$ cat src/design/cpd_pkg.sv
// ----------------------------------------------------------------------------
// cpd_pkg
// Shared types and constants for the correlation peak detector: payload
// words, per-block state and configuration register indexes.
// ----------------------------------------------------------------------------
package cpd_pkg;

   // Field widths fixed by the sample and result formats
   localparam int SAMPLE_WIDTH    = 16;
   localparam int MAG_WIDTH       = SAMPLE_WIDTH;
   localparam int CONF_WIDTH      = 16;
   localparam int HOLD_WIDTH      = 12;
   localparam int COUNT_WIDTH     = 16;
   localparam int POS_OUT_WIDTH   = 16;
   localparam int CSR_DATA_WIDTH  = 16;
   localparam int CSR_INDEX_WIDTH = 1;

   localparam int DEFAULT_MAX_SAMPLES = 65536;

   // Register reset values
   localparam logic [CONF_WIDTH-1:0] CONF_RESET = CONF_WIDTH'(26214);
   localparam logic [HOLD_WIDTH-1:0] HOLD_RESET = HOLD_WIDTH'(16);

   // Register indexes
   localparam logic [CSR_INDEX_WIDTH-1:0] CSR_CONFIDENCE = 1'b0;
   localparam logic [CSR_INDEX_WIDTH-1:0] CSR_HOLDOFF    = 1'b1;

   typedef struct packed {
      logic signed [SAMPLE_WIDTH-1:0] sample;
      logic                           last;
   } req_payload_type;

   typedef struct packed {
      logic                     decided;
      logic                     is_match;
      logic [POS_OUT_WIDTH-1:0] judged_index;
      logic [COUNT_WIDTH-1:0]   match_count;
      logic [POS_OUT_WIDTH-1:0] first_match_res;
      logic [POS_OUT_WIDTH-1:0] last_match;
      logic                     any_match;
      logic                     block_done;
   } rsp_payload_type;

   // Per-block detector state (position travels separately, its width
   // follows the block length)
   typedef struct packed {
      logic [MAG_WIDTH-1:0]     prev_mag;
      logic [MAG_WIDTH-1:0]     centre_mag;
      logic [HOLD_WIDTH-1:0]    holdoff_cnt;
      logic [COUNT_WIDTH-1:0]   count_found;
      logic [POS_OUT_WIDTH-1:0] first_pos;
      logic [POS_OUT_WIDTH-1:0] latest_pos;
      logic                     found;
   } block_state_type;

endpackage

$ cat src/design/cpd_judge.sv
// ----------------------------------------------------------------------------
// cpd_judge
// Single-pass decision logic: magnitude of the new sample, peak and holdoff
// test on the centre sample, next block state and the result word.
// ----------------------------------------------------------------------------
module cpd_judge #(
   parameter int   MAX_SAMPLES = cpd_pkg::DEFAULT_MAX_SAMPLES,
   localparam int  POS_WIDTH   = $clog2(MAX_SAMPLES)
) (
   input  cpd_pkg::block_state_type                cur_state,
   input  logic [POS_WIDTH-1:0]                    position,
   input  cpd_pkg::req_payload_type                req_word,
   input  logic [cpd_pkg::CONF_WIDTH-1:0]          confidence,
   input  logic [cpd_pkg::HOLD_WIDTH-1:0]          holdoff,
   output cpd_pkg::block_state_type                next_state,
   output logic [POS_WIDTH-1:0]                    next_position,
   output cpd_pkg::rsp_payload_type                result
);
   import cpd_pkg::*;

   localparam logic [POS_WIDTH-1:0] MAX_POS = POS_WIDTH'(MAX_SAMPLES - 1);

   logic [SAMPLE_WIDTH-1:0]          raw;
   logic [MAG_WIDTH-1:0]             cur_mag;
   logic                             candidate;
   logic [POS_WIDTH-1:0]             judged;
   logic [POS_WIDTH+POS_OUT_WIDTH-1:0] judged_ext;
   logic [POS_OUT_WIDTH-1:0]         judged16;
   logic [HOLD_WIDTH-1:0]            hold_dec;
   logic                             matched;

   // Exact magnitude: the most negative code maps to 2^(w-1)
   assign raw     = SAMPLE_WIDTH'(req_word.sample);
   assign cur_mag = raw[SAMPLE_WIDTH-1] ? MAG_WIDTH'(~raw + 1'b1) : raw;

   // Centre sample has both neighbours once two samples are in
   assign candidate  = (position >= POS_WIDTH'(2));
   assign judged     = position - POS_WIDTH'(1);
   assign judged_ext = {{POS_OUT_WIDTH{1'b0}}, judged};
   assign judged16   = judged_ext[POS_OUT_WIDTH-1:0];

   assign hold_dec = (cur_state.holdoff_cnt != '0) ?
                     cur_state.holdoff_cnt - 1'b1 : cur_state.holdoff_cnt;

   assign matched = candidate &&
                    ({1'b0, cur_state.centre_mag} >= {1'b0, confidence}) &&
                    (cur_state.prev_mag < cur_state.centre_mag) &&
                    (cur_mag < cur_state.centre_mag) &&
                    (hold_dec == '0);

   // Next state
   always_comb begin
      next_state            = cur_state;
      next_state.prev_mag   = cur_state.centre_mag;
      next_state.centre_mag = cur_mag;
      if (candidate) begin
         next_state.holdoff_cnt = hold_dec;
      end
      if (matched) begin
         next_state.holdoff_cnt = holdoff;
         next_state.latest_pos  = judged16;
         next_state.found       = 1'b1;
         if (!cur_state.found) begin
            next_state.first_pos = judged16;
         end
         if (cur_state.count_found != {COUNT_WIDTH{1'b1}}) begin
            next_state.count_found = cur_state.count_found + 1'b1;
         end
      end
      next_position = (position < MAX_POS) ? position + 1'b1 : position;
   end

   // Result word reports the updated statistics
   always_comb begin
      result.decided         = candidate;
      result.is_match        = matched;
      result.judged_index    = candidate ? judged16 : '0;
      result.match_count     = next_state.count_found;
      result.first_match_res = next_state.first_pos;
      result.last_match      = next_state.latest_pos;
      result.any_match       = next_state.found;
      result.block_done      = req_word.last;
   end

endmodule

$ cat src/design/correlation_peak_detector.sv
// ----------------------------------------------------------------------------
// correlation_peak_detector
// Peak detector with holdoff over blocks of signed correlation samples.
// ----------------------------------------------------------------------------
// Takes one sample word per clock and returns one result word per sample,
// in the cycle after acceptance, from a result register. The block state and
// the result register update in the same cycle, so throughput is one word
// per cycle whenever the result side keeps taking words; a stalled result
// register holds the input off. Each result carries the verdict on the
// previous sample (a sample needs both neighbours), the running match count
// and the first and latest match positions. A word flagged last closes the
// block and the state returns to its reset values for the next block.
// Registers (confidence, holdoff) should be written only while idle.
// ----------------------------------------------------------------------------
module correlation_peak_detector #(
   parameter int MAX_SAMPLES = cpd_pkg::DEFAULT_MAX_SAMPLES
) (
   input  logic                                 clock,
   input  logic                                 reset,
   // sample words in
   input  logic                                 req_valid,
   output logic                                 req_ready,
   input  cpd_pkg::req_payload_type             req_payload,
   // result words out
   output logic                                 rsp_valid,
   input  logic                                 rsp_ready,
   output cpd_pkg::rsp_payload_type             rsp_payload,
   // register writes
   input  logic                                 csr_we,
   input  logic [cpd_pkg::CSR_INDEX_WIDTH-1:0]  csr_index,
   input  logic [cpd_pkg::CSR_DATA_WIDTH-1:0]   csr_wdata
);
   import cpd_pkg::*;

   localparam int POS_WIDTH = $clog2(MAX_SAMPLES);

   logic [CONF_WIDTH-1:0] conf_ff, conf_in;
   logic [HOLD_WIDTH-1:0] hold_ff, hold_in;
   block_state_type       state_ff, state_in, judge_state;
   logic [POS_WIDTH-1:0]  pos_ff, pos_in, judge_pos;
   logic                  rsp_valid_ff, rsp_valid_in;
   rsp_payload_type       rsp_payload_ff, rsp_payload_in, judge_result;
   logic                  req_fire;

   assign req_ready = !rsp_valid_ff || rsp_ready;
   assign req_fire  = req_valid && req_ready;

   cpd_judge #(
      .MAX_SAMPLES (MAX_SAMPLES)
   ) u_judge (
      .cur_state     (state_ff),
      .position      (pos_ff),
      .req_word      (req_payload),
      .confidence    (conf_ff),
      .holdoff       (hold_ff),
      .next_state    (judge_state),
      .next_position (judge_pos),
      .result        (judge_result)
   );

   // Register writes
   always_comb begin
      conf_in = conf_ff;
      hold_in = hold_ff;
      if (csr_we) begin
         case (csr_index)
            CSR_CONFIDENCE: conf_in = csr_wdata[CONF_WIDTH-1:0];
            CSR_HOLDOFF:    hold_in = csr_wdata[HOLD_WIDTH-1:0];
            default: ;
         endcase
      end
   end

   // Block state and result register
   always_comb begin
      state_in       = state_ff;
      pos_in         = pos_ff;
      rsp_valid_in   = rsp_valid_ff && !rsp_ready;
      rsp_payload_in = rsp_payload_ff;
      if (req_fire) begin
         state_in       = req_payload.last ? '0 : judge_state;
         pos_in         = req_payload.last ? '0 : judge_pos;
         rsp_valid_in   = 1'b1;
         rsp_payload_in = judge_result;
      end
   end

   always_ff @(posedge clock) begin
      if (reset) begin
         conf_ff      <= CONF_RESET;
         hold_ff      <= HOLD_RESET;
         state_ff     <= '0;
         pos_ff       <= '0;
         rsp_valid_ff <= 1'b0;
      end else begin
         conf_ff      <= conf_in;
         hold_ff      <= hold_in;
         state_ff     <= state_in;
         pos_ff       <= pos_in;
         rsp_valid_ff <= rsp_valid_in;
      end
   end

   // Payload register, no reset needed
   always_ff @(posedge clock) begin
      rsp_payload_ff <= rsp_payload_in;
   end

   assign rsp_valid   = rsp_valid_ff;
   assign rsp_payload = rsp_payload_ff;

`ifndef SYNTHESIS
   // Input only held off by a stalled result
   a_ready_stall: assert property (@(posedge clock) disable iff (reset)
      !req_ready |-> (rsp_valid_ff && !rsp_ready))
      else $error("req_ready low without a stalled result");

   // Last word clears the block
   a_block_clear: assert property (@(posedge clock) disable iff (reset)
      (req_fire && req_payload.last) |=> (pos_ff == '0 && state_ff == '0))
      else $error("block state not cleared after last word");

   // Match count and match flag agree
   a_count_flag: assert property (@(posedge clock) disable iff (reset)
      rsp_valid_ff |-> (rsp_payload_ff.any_match ==
                        (rsp_payload_ff.match_count != '0)))
      else $error("match_count and any_match disagree");

   // A match is a decision and becomes the latest match
   a_match_pos: assert property (@(posedge clock) disable iff (reset)
      (rsp_valid_ff && rsp_payload_ff.is_match) |->
         (rsp_payload_ff.decided &&
          rsp_payload_ff.last_match == rsp_payload_ff.judged_index))
      else $error("match not recorded as latest position");

   // A match reloads the holdoff counter
   a_hold_reload: assert property (@(posedge clock) disable iff (reset)
      (req_fire && judge_result.is_match && !req_payload.last) |=>
         (state_ff.holdoff_cnt == $past(hold_ff)))
      else $error("holdoff counter not reloaded on match");
`endif

endmodule

$ cat config.mk
export PLATFORM = sky130hd
export DESIGN_NAME = correlation_peak_detector
export DESIGN_NICKNAME = d
export VERILOG_FILES = /design/src/design/cpd_pkg.sv /design/src/design/cpd_judge.sv /design/src/design/correlation_peak_detector.sv
export SDC_FILE = /design/constraint.sdc
export NUM_CORES = 1
export LEC_CHECK = 0
export BUFFER_PORTS_ARGS = -buffer_cell sky130_fd_sc_hd__buf_2
export CAP_MARGIN = 20
export CORE_AREA = 2 2 143 145
export DETAILED_ROUTE_END_ITERATION = 6
export DIE_AREA = 0 0 145 147
export PLACE_DENSITY = 0.84
export SKIP_LAST_GASP = 1
export SLEW_MARGIN = 20
export SYNTH_ARGS = -nofsm -noshare
export SYNTH_HDL_FRONTEND = slang
export SYNTH_SLANG_ARGS = --single-unit
$ cat constraint.sdc
create_clock -name clock -period 3.6 [get_ports clock]
set_input_delay 0.54 -clock clock [delete_from_list [all_inputs] [get_ports clock]]
set_output_delay 0.54 -clock clock [all_outputs]
set_load 0.02 [all_outputs]
==> out/results.ini, run 1 <==
[synthesis]
syn_nets = 1271
synth.yosys.seq_area_share = 0.454
async_flop_share = 0
synth-edff-count = 68
yosysWarnings = 0
post-synth-top-count-cell = dfxtp_1
ys_top_cells_by_area = dfxtp_1, edfxtp_1, ha_1
synth_cell_types = 81
synth_commonest_cells = dfxtp_1, nand2_1, nor2_1
avgSynthCellArea_um2 = 8.96
synth.top_cell.area_share = 0.261
synth_cells = 1180
yosys.area.top_type = dfxtp_1
syn_area_mm2 = 0.0106
yosys_most_used_dff = dfxtp_1
synth_seq_cells = 206

[setup_path]
cp.arrival_ps = 3990
reg2reg_setup_slack_ps = 480
r2r_start = state_ff[50]$_SDFFE_PP0P_
end_kind = flop
worstPathCellList = buf_2, nor4_4, nor3b_4, nand2_1, o21ai_0, xnor2_1, ha_1, nand4_1, nor2_1, a22o_1, a211oi_4, nand4_4, buf_12, buf_4, buf_4, nor4_2, mux2i_1
cp_slowest_stage_delay_ps = 320
cpLargestDelayFamily = simple AND/OR/NAND/NOR gates
crit_slowest_cell = ha_1
cp_max_fo = 5
reg2reg_depth = 11
crit_top_cell = buf_4
required_ps = 4050
critPathBufInv = 4
crit_type = input port to flop
reg2reg_to = rsp_payload[44]$_DFFE_PP_
critPathLaunchType = input port

[routing]
viasPerCell = 5.96
final_antenna_net_count = 0
drtIter0Drc = 1004
firstDrtPassIters = 5
wl_um = 27300
wl_per_cell_um = 17.1
drc_errors = 0
route.vias.total = 9543

[cells_and_area]
syn2layout_area_growth_pct = 19.7
fillers = 1517
drive_above_1_share = 0.198
nNetsFinal = 1405
insertedDiodeCount = 0
seqCellArea_mm2 = 0.00480
multiInputGateArea_mm2 = 0.00534
final_util = 0.638

[sta]
hold_ws_ps = 238
finalHoldViolations = 0
finalMaxSlewViolations = 0
rsz0062_at_grt = yes
finClkSkew_ps = 24.2
maxSlewHeadroom = 0.418
setup_viol = 0
layout_setup_ws_ps = 63.0
tightest_slew_ps = 865
fin_crit_ps = 3540
fin_tns_setup_ps = 0
max_freq_mhz = 283
post-route-period-util = 0.983

[placed_design]
dp_hpwl_um = 18800
port_buffers = 108
dp_worst_setup_slack_ps = -501
routabilityCongestion = 0.905

[clock_tree]
insertion_delay_ps = 520
cts_sinks = 206
htreeDepth = 1
cts_tree = built
cts_buffers = 22
ctsHoldBuffers = 0
cts.clk_slew.worst_paths_ps = 60
clockBufferDepth = 3
cts_root_buf = clkbuf_16

[min_path]
hold_class = input port to flop
min_to = conf_ff[14]$_SDFFE_PP1P_
hold_start = csr_wdata[14]
holdPathStages = 2

[die]
die_h_um = 147
fp.dieArea_mm2 = 0.0213
io_pins = 109
fp.coreArea_mm2 = 0.0198
fp.dieW_um = 145
rows = 52
start_util = 0.533

[global_route]
track_usage = 0.244
grt_overflow_total = 0
grt_pass1_vias = 8805
grt_pass1_wl_um = 43300
grt_max_degree = 67
antenna_found_initial = 0

[pwr]
p_per_area_mw_per_mm2 = 437
leakage_nw = 5.17
vdd_drop_max_v = 0.000429

[run_status]
outcome = finished clean

[flow_run]
max_cap_violations = 0

through the flow:
step / total power, mW / area, um2 / cells
2_1_floorplan: 2.94 / 10600 / 1180
3_3_place_gp: 3.15 / 11700 / 1553
3_5_place_dp: 3.17 / 11700 / 1553
4_1_cts: 5.53 / 12500 / 1593
5_1_grt: 5.72 / 12700 / 1600
6_report: 5.54 / 12700 / 1600
flip-flops by register name, indices dropped and copies added, names as in the netlist:
name and flops:
rsp_valid 1, hold_ff 12, conf_ff 16, rsp_payload 68
state_ff 93, pos_ff 16
placed cells by master, fill, tap and decap left out, types with 32 or more instances in the layout:
cell      netlist  routed
buf_2          12     108
a31oi_1        32      32
dfxtp_1       138     138
a21oi_1        67      67
inv_1          65      65
o21ai_0        65      62
edfxtp_1       68      68
nor2_1        113     112
buf_4           2      65
ha_1           52      52
nand2_1       126     125
nor3_1         34      34
layer usage:
metal  routed length [um]  global-route usage
met4                  866              0.0807
met3                 2030              0.0345
met5                    0                   0
met1                11100               0.315
met2                13300               0.424
logic make-up (layout without fill, tap and decap cells):
group,count (synthesis),in the layout,synth area share
adder cells (fa/ha/maj),52,52,0.0615
flip-flops,206,206,0.454
XOR/XNOR,49,49,0.0406
AO/OA/AOI/OAI,299,299,0.181
buffers and inverters,136,286,0.0525
AND/OR/NAND/NOR,433,433,0.205
multiplexers,5,5,0.00521
repair_timing:
| item | CTS | global route |
|---|---|---|
| pin swaps | 0 | 7 |
| setup buffers | 0 | 6 |
| gates cloned | 0 | 1 |
| resized for setup | 2 | 12 |
| setup endpoints to repair | 1 | 89 |
cell type report:
| cell class | instances | area share |
|---|---|---|
| inverters | 67 | 0.0199 |
| multi-input cells | 838 | 0.422 |
| flip-flops and latches | 206 | 0.379 |
| well taps | 270 | 0.0267 |
| clock inverters | 14 | 0.0154 |
| clock buffers | 26 | 0.0455 |
| repair buffers | 179 | 0.0911 |
how the worst max path moves through the flow:
| stage | to | slack [ps] | start | cells past startpoint |
|---|---|---|---|---|
| after CTS | rsp_payload[26]$_DFFE_PP_ | 2 | req_payload[6] | 15 |
| after detailed placement | state_ff[46]$_SDFFE_PP0P_ | -500 | req_payload[6] | 14 |
| after global routing | rsp_payload[26]$_DFFE_PP_ | -50 | req_payload[6] | 16 |
| final | state_ff[47]$_SDFFE_PP0P_ | 60 | req_payload[6] | 17 |
| after floorplan | rsp_payload[48]$_DFFE_PP_ | -70 | req_payload[6] | 14 |
| after global placement | state_ff[46]$_SDFFE_PP0P_ | -310 | req_payload[6] | 14 |
where the power goes:
part	switching, mW	internal, mW
Sequential	0.0333	2.47
Clock	0.951	1.44
Combinational	0.407	0.236
Power figures use the tool's default switching activity.
==> run 2: changes to the inputs <==
- CORE_AREA: 2 2 143 145 -> 2 2 135 137
- DIE_AREA: 0 0 145 147 -> 0 0 137 139
- PLACE_DENSITY: 0.84 -> 0.89
- clock period: 3.6 -> 4.1 ns (I/O delays scaled with it)
==> run 2 against run 1 <==
Compared with the run above:
- first-iteration DRC count decreased by 9.1%
- sequential share of layout area increased by 1.7 points
- clock power is 23% lower
- power shrank 18%
- hold slack better by 78 ps
- clock skew shrank 14 ps
- register-to-register slack gained 320 ps
- flip-flop and latch count unchanged
- non-clock buffer count decreased by 29
- core utilization grew 4.8 points
- sequential power shrank 12%
- critical path type unchanged
- critical endpoint is now rsp_payload[25]$_DFFE_PP_
==> out/results.ini, run 2 (synthesis results as in run 1) <==
[clock_tree]
cts_sinks = 206  ; unchanged
htreeDepth = 1  ; unchanged
cts.clk_slew.worst_paths_ps = 60  ; about the same
clockBufferDepth = 3  ; unchanged
insertion_delay_ps = 510  ; about the same
postCtsSetupBuffers = 0  ; unchanged
cts_root_buf = clkbuf_16
cts_buffers = 21  ; -4.5%
cts_tree = built

[sta]
max_freq_mhz = 263
finalMaxSlewViolations = 0  ; unchanged
finClkSkew_ps = 9.92  ; -14.2 ps
layout_setup_ws_ps = 303  ; +240 ps
setup_viol = 0  ; unchanged
rsz0062_at_grt = no
maxSlewHeadroom = 0.316  ; -0.102
finalHoldViolations = 0  ; unchanged
hold_ws_ps = 316  ; +77.5 ps
fin_crit_ps = 3800
post-route-period-util = 0.926
tightest_slew_ps = 1020  ; +152 ps

[placed_design]
port_buffers = 108  ; unchanged
routabilityCongestion = 0.929  ; +2.6%
dp_worst_setup_slack_ps = -212  ; +289 ps
dp_hpwl_um = 18900  ; +0.54%

[run_status]
outcome = finished clean

[setup_path]
r2r_start = state_ff[61]$_SDFFE_PP0P_
worstPathCellList = buf_2, nor4_1, nor3b_2, nand3_1, o41ai_1, xnor2_1, ha_1, nand4_1, nor2_1, a22o_1, a211oi_4, nand4_4, buf_4, o21ai_0, o21ai_1
crit_type = input port to flop
cp_max_fo = 32  ; +27
cp_slowest_stage_delay_ps = 370  ; +50 ps
end_kind = flop
crit_path_start = req_payload[6]
required_ps = 4330  ; +280 ps
crit_slowest_cell = o41ai_1
critPathLaunchType = input port
cp.arrival_ps = 4030  ; +40 ps

[min_path]
hold_start = csr_wdata[14]
hold_class = input port to flop

[routing]
viasPerCell = 6.25  ; +4.8%
wl_per_cell_um = 17.8  ; +4.3%
drc_errors = 0  ; unchanged
route.vias.total = 9554  ; +0.12%
drtIter0Drc = 913  ; -9.1%
wl_um = 27200  ; -0.41%
final_antenna_net_count = 0  ; unchanged
firstDrtPassIters = 5  ; unchanged

[global_route]
grt_overflow_total = 0  ; unchanged
grt_max_degree = 76  ; +13%
track_usage = 0.285  ; +0.0415
grt_pass1_vias = 8974  ; +1.9%
antenna_found_initial = 0  ; unchanged
grt_pass1_wl_um = 44200  ; +2.0%

[cells_and_area]
nNetsFinal = 1375  ; -2.1%
drive_above_1_share = 0.165  ; -0.0330
layout_common_cells = dfxtp_1, nand2_1, nor2_1
fillers = 1307  ; -14%
top_register = state_ff
insertedDiodeCount = 0  ; unchanged
layout_commonest_cell = dfxtp_1
syn2layout_area_growth_pct = 14.6
largest_reg_flops = 93  ; unchanged

[die]
rows = 49  ; -5.8%
io_pins = 109  ; unchanged
start_util = 0.599  ; +0.0660
die_h_um = 139  ; -5.4%
fp.dieArea_mm2 = 0.0190  ; -11%
fp.dieW_um = 137  ; -5.5%
fp.coreArea_mm2 = 0.0177  ; -11%

[flow_run]
max_cap_violations = 0  ; unchanged

[pwr]
leakage_nw = 4.91  ; -4.9%
vdd_drop_max_v = 0.000311  ; -28%
p_per_area_mw_per_mm2 = 376  ; -14%

run 2: path summary, 6_finish.rpt:
path | endpoint | slack, ps | cells after the start
max | rsp_payload[25]$_DFFE_PP_ | 300 | 15
min | conf_ff[14]$_SDFFE_PP1P_ | 320 | 2
max reg2reg | state_ff[29]$_SDFFE_PP0P_ | 800 | 11
min reg2reg | state_ff[49]$_SDFFE_PP0P_ | 450 | 1
run 2: critical path: cells and delay by family:
family	cells	cell delay (ps)
simple gates	6	1240
buf+inv	2	410
xor+xnor	1	240
fa+ha+maj	1	310
compound gates	5	1190
run 2: layout make-up:
type / instances / area, um2 / share of cell area
multi-input cells: 838 / 5230 / 0.431
flip-flops and latches: 206 / 4800 / 0.396
repair buffers: 150 / 906 / 0.0747
clock buffers: 29 / 566 / 0.0467
well taps: 229 / 287 / 0.0236
inverters: 67 / 251 / 0.0207
clock inverters: 9 / 80.1 / 0.00661
run 2: metal layers:
| metal | GRT usage | routed length, um | part of all wire |
|---|---|---|---|
| met5 | 0 | 0 | 0 |
| met4 | 0.132 | 1080 | 0.040 |
| met3 | 0.0420 | 2410 | 0.089 |
| met2 | 0.470 | 12900 | 0.47 |
| met1 | 0.367 | 10800 | 0.40 |
run 2: stage by stage:
step | std cells | power (mW) | TNS [ps] | utilization | area [um2]
after global placement | 1490 | 2.74 | 0 | 0.650 | 11500
after detailed placement | 1490 | 2.76 | -7670 | 0.650 | 11500
after global routing | 1528 | 4.70 | 0 | 0.687 | 12100
after floorplan | 1180 | 2.58 | 0 | - | 10600
final | 1528 | 4.56 | 0 | 0.687 | 12100
after CTS | 1528 | 4.57 | 0 | 0.686 | 12100
run 2: power breakdown:
part           internal (mW)  leakage, nW  switching, mW
clock                   1.04        0.318          0.790
sequential              2.17         1.80         0.0309
combinational          0.181         2.79          0.353
total                   3.38         4.91           1.17
run 2: repair_timing:
action / in CTS / in global routing
endpoints found under the setup margin: 0 / 15
hold buffers: 0 / 0
gates resized for setup: 0 / 1
